===== config.mk =====
export PLATFORM = sky130hd
export DESIGN_NAME = lavm_delay
export DESIGN_NICKNAME = d
export VERILOG_FILES = /design/src/sv/lavm_delay.sv
export SDC_FILE = /design/constraint.sdc
export NUM_CORES = 1
export LEC_CHECK = 0
export ABC_CLOCK_PERIOD_IN_PS = 1200
export CAP_MARGIN = 20
export CORE_AREA = 4 4 41 43
export CTS_BUF_LIST = sky130_fd_sc_hd__clkbuf_8
export CTS_CLUSTER_SIZE = 14
export DETAILED_ROUTE_END_ITERATION = 10
export DIE_AREA = 0 0 45 47
export DONT_BUFFER_PORTS = 1
export SETUP_SLACK_MARGIN = 0.1
export SLEW_MARGIN = 25
export SYNTH_ARGS = -nofsm -noshare
export SYNTH_HDL_FRONTEND = slang
export SYNTH_SLANG_ARGS = --single-unit

===== constraint.sdc =====
create_clock -name clk -period 1.2 [get_ports clk]
set_clock_uncertainty 0.1 [all_clocks]
set_input_delay 0.06 -clock clk [delete_from_list [all_inputs] [get_ports clk]]
set_output_delay 0.06 -clock clk [all_outputs]
set_load 0.1 [all_outputs]

===== src/sv/lavm_delay.sv =====
// ----------------------------------------------------------------------------
// lavm_delay
// Payload delay line that advances with the pipeline enable.
// ----------------------------------------------------------------------------
module lavm_delay #(
  parameter int WIDTH = 8,
  parameter int DEPTH = 2
) (
  input  logic             clk,
  input  logic             ce,
  input  logic [WIDTH-1:0] d,
  output logic [WIDTH-1:0] q
);

  logic [WIDTH-1:0] taps [DEPTH];

  always_ff @(posedge clk) begin
    if (ce) begin
      taps[0] <= d;
      for (int i = 1; i < DEPTH; i++) begin
        taps[i] <= taps[i-1];
      end
    end
  end

  assign q = taps[DEPTH-1];

endmodule


==> flow_summary.ini <==
[run_status]
outcome = finished, violations left
violations = negative hold slack

[clocking]
clk_latency_ns = 0.24
max-clock-path-buffers = 2
cts.sinks = 16
ctsHtreeMaxLevel = 1
postCtsResizedCells = 0
cts_hold_buffers = 8
post_cts.repair.setup_buffers = 0
cts_root_buffer = sky130_fd_sc_hd__clkbuf_8
clk_transition_reported_paths_ns = 0.05
tritoncts_buffers = 3
cts_tree = built

[synthesis]
synth.lib_cells_used.distinct = 2
post_synth_inst_count = 24
synth-seq-cells = 16
net_count_synth = 34
synth.yosys.warnings = 0
number_of_flops_mapped_to_enable_cells_by_yosys = 16
sequential_to_total_area_share_from_yosys_stat_pct = 88.89
synthDominantCellAreaShare_pct = 88.89
synth_top_cells_by_area = sky130_fd_sc_hd__edfxtp_1 89%, sky130_fd_sc_hd__buf_4 11%
most_common_cell_in_the_netlist = sky130_fd_sc_hd__edfxtp_1
synth_flop_cell = sky130_fd_sc_hd__edfxtp_1
syn_avg_cell_area_um2 = 22.52
ys_async_sr_fraction_pct = 0
yosys-top-cells-count = 16 x sky130_fd_sc_hd__edfxtp_1, 8 x sky130_fd_sc_hd__buf_4
yosysTopAreaCell = sky130_fd_sc_hd__edfxtp_1
synth_area_um2 = 540.5

[global_routing]
global_route.overflow_total = 0
antenna_found_initial = 0
global_route.usage.total_pct = 7.492
via_count_of_the_first_global_routing_pass = 221
grt_start_max_net_pins = 17
grt_first_pass_wirelength_um = 945

[timing]
fin_ws_ns = 0.1872
final-max-slew-violation-count = 0
period_share_pct = 84.40
fin_worst_hold_slack_ns = -0.1727
rsz0062_at_grt = no
tightest_slew_margin_relative_to_the_limit_pct = 81.46
min_period_ns = 1.013
maximum_achievable_frequency_mhz = 987.4
setup_tns_after_final_layout_ns = 0
final_hold_viol_count = 16
tightestPinTransition_ns = 0.2804
final_setup_violating_endpoints = 0

[finish]
post_route_cells_drive_above_1_share_pct = 31.43
num-nets-final = 47
syn_to_final_growth_pct = 25.93
largest_register_ff_count = 16
fill_cells = 110
finalCoreUtilization_pct = 52.31
layout_top_registers = taps (16)
antenna_cells = 0
area_of_the_multi_input_gates_um2 = 0
layout.comb_gates.multi_input = 0
registers.top_by_ff_count = taps

[setup_path]
worstPathCellList = buf_4
critical_path.slowest_cell = sky130_fd_sc_hd__edfxtp_1
crit_buf_inv = 1
worstPathMaxFanout = 1
timing_worst_setup_path_type = flip-flop to primary output
timing.critical_path.max_delay_family = flip-flops
slowest_stage_delay_cp_ns = 0.33
critical_path_endpoint_category = primary output
worstSetupStartpointType = flip-flop
r2r_end = taps[0][13]
timing.reg2reg.setup_slack_ns = 0.47
critPathArrivalTime_ns = 0.85
r2r_start = taps[0][5]
critPathRequiredTime_ns = 1.04
r2r_cells = 0

[die]
boundaryPins = 18
floorplan.die.width_um = 45
core.rowCount = 13
design.die.area_um2 = 2115
die-height_um = 47
coreArea_um2 = 1301
starting_utilization_of_the_core_area_pct = 41.54

[hold_path]
hold_path.class = primary input to flip-flop
hold-path-endpoint = taps[0][4]
worst_hold_startpoint = ce
hold-path-cell-count = 0

[detailed_routing]
drcViolationCount = 0
ant_nets = 0
route.vias.total = 219
drtPass1Iterations = 3
wire_length_per_cell_after_detailed_routing_um = 13.84
post_drt_via_cell_ratio = 4.380
first_iter_violations = 4
drt_wl_total_um = 692

[pwr]
leakage_nw = 0.2500
ir_drop_uv = 927.7
power.density_nw_per_um2 = 1803

[placed_design]
place.gp.congestion = 0.6684
detailedPlace.worstSlack_ns = 0.4416
numPortBuffers = 0

[flow_run]
drv.max_cap_violation_count = 0
-- metal layers --
layer | vias up | share of wire [%] | track usage [%]
li1 | 103 | - | -
met1 | 92 | 33 | 6.965
met2 | 21 | 46 | 10.73
met3 | 3 | 18 | 5.364
met4 | 0 | 2.3 | 7.018
met5 | - | 0 | 0
-- layout make-up --
cell class            instances  area (um2)  area share (%)
Clock buffer                  3       41.29           6.066
Timing Repair Buffer         16       140.1           20.59
Tap cell                     15       18.77           2.757
Sequential cell              16       480.5           70.59
-- cells in the final DEF, fill, tap and decap left out --
master	Yosys	final
sky130_fd_sc_hd__buf_4	8	8
sky130_fd_sc_hd__dlygate4sd3_1	0	8
sky130_fd_sc_hd__edfxtp_1	16	16
sky130_fd_sc_hd__clkbuf_8	0	3
-- metrics by stage --
stage | instances | power [mW] | instance area (um2)
2_1_floorplan | 24 | 0.8383 | 540.5
3_3_place_gp | 39 | 0.8434 | 559.3
3_5_place_dp | 39 | 0.8449 | 559.3
4_1_cts | 50 | 1.238 | 680.7
5_1_grt | 50 | 1.269 | 680.7
6_report | 50 | 1.227 | 680.7
-- where the power goes --
group | internal (mW) | switching, mW
Combinational | 0.0392 | 0.141
Sequential | 0.664 | 0.00971
Clock | 0.222 | 0.151
-- worst max-delay path by stage --
stage,from,endpoint,slack [ns],cells after the start
3_5_place_dp,taps[0][15],q[7],0.44,1
4_1_cts,taps[0][12],q[4],0.18,1
6_report,taps[0][12],q[4],0.19,1
5_1_grt,taps[0][10],q[2],0.15,1
2_1_floorplan,taps[0][8],q[0],0.47,1
3_3_place_gp,taps[0][12],q[4],0.45,1
-- cell families after synthesis --
family,count (synthesis),share of synthesized area [%]
flops,16,88.89
buf+inv,8,11.11
No activity file was read; power rests on OpenSTA's default activity.
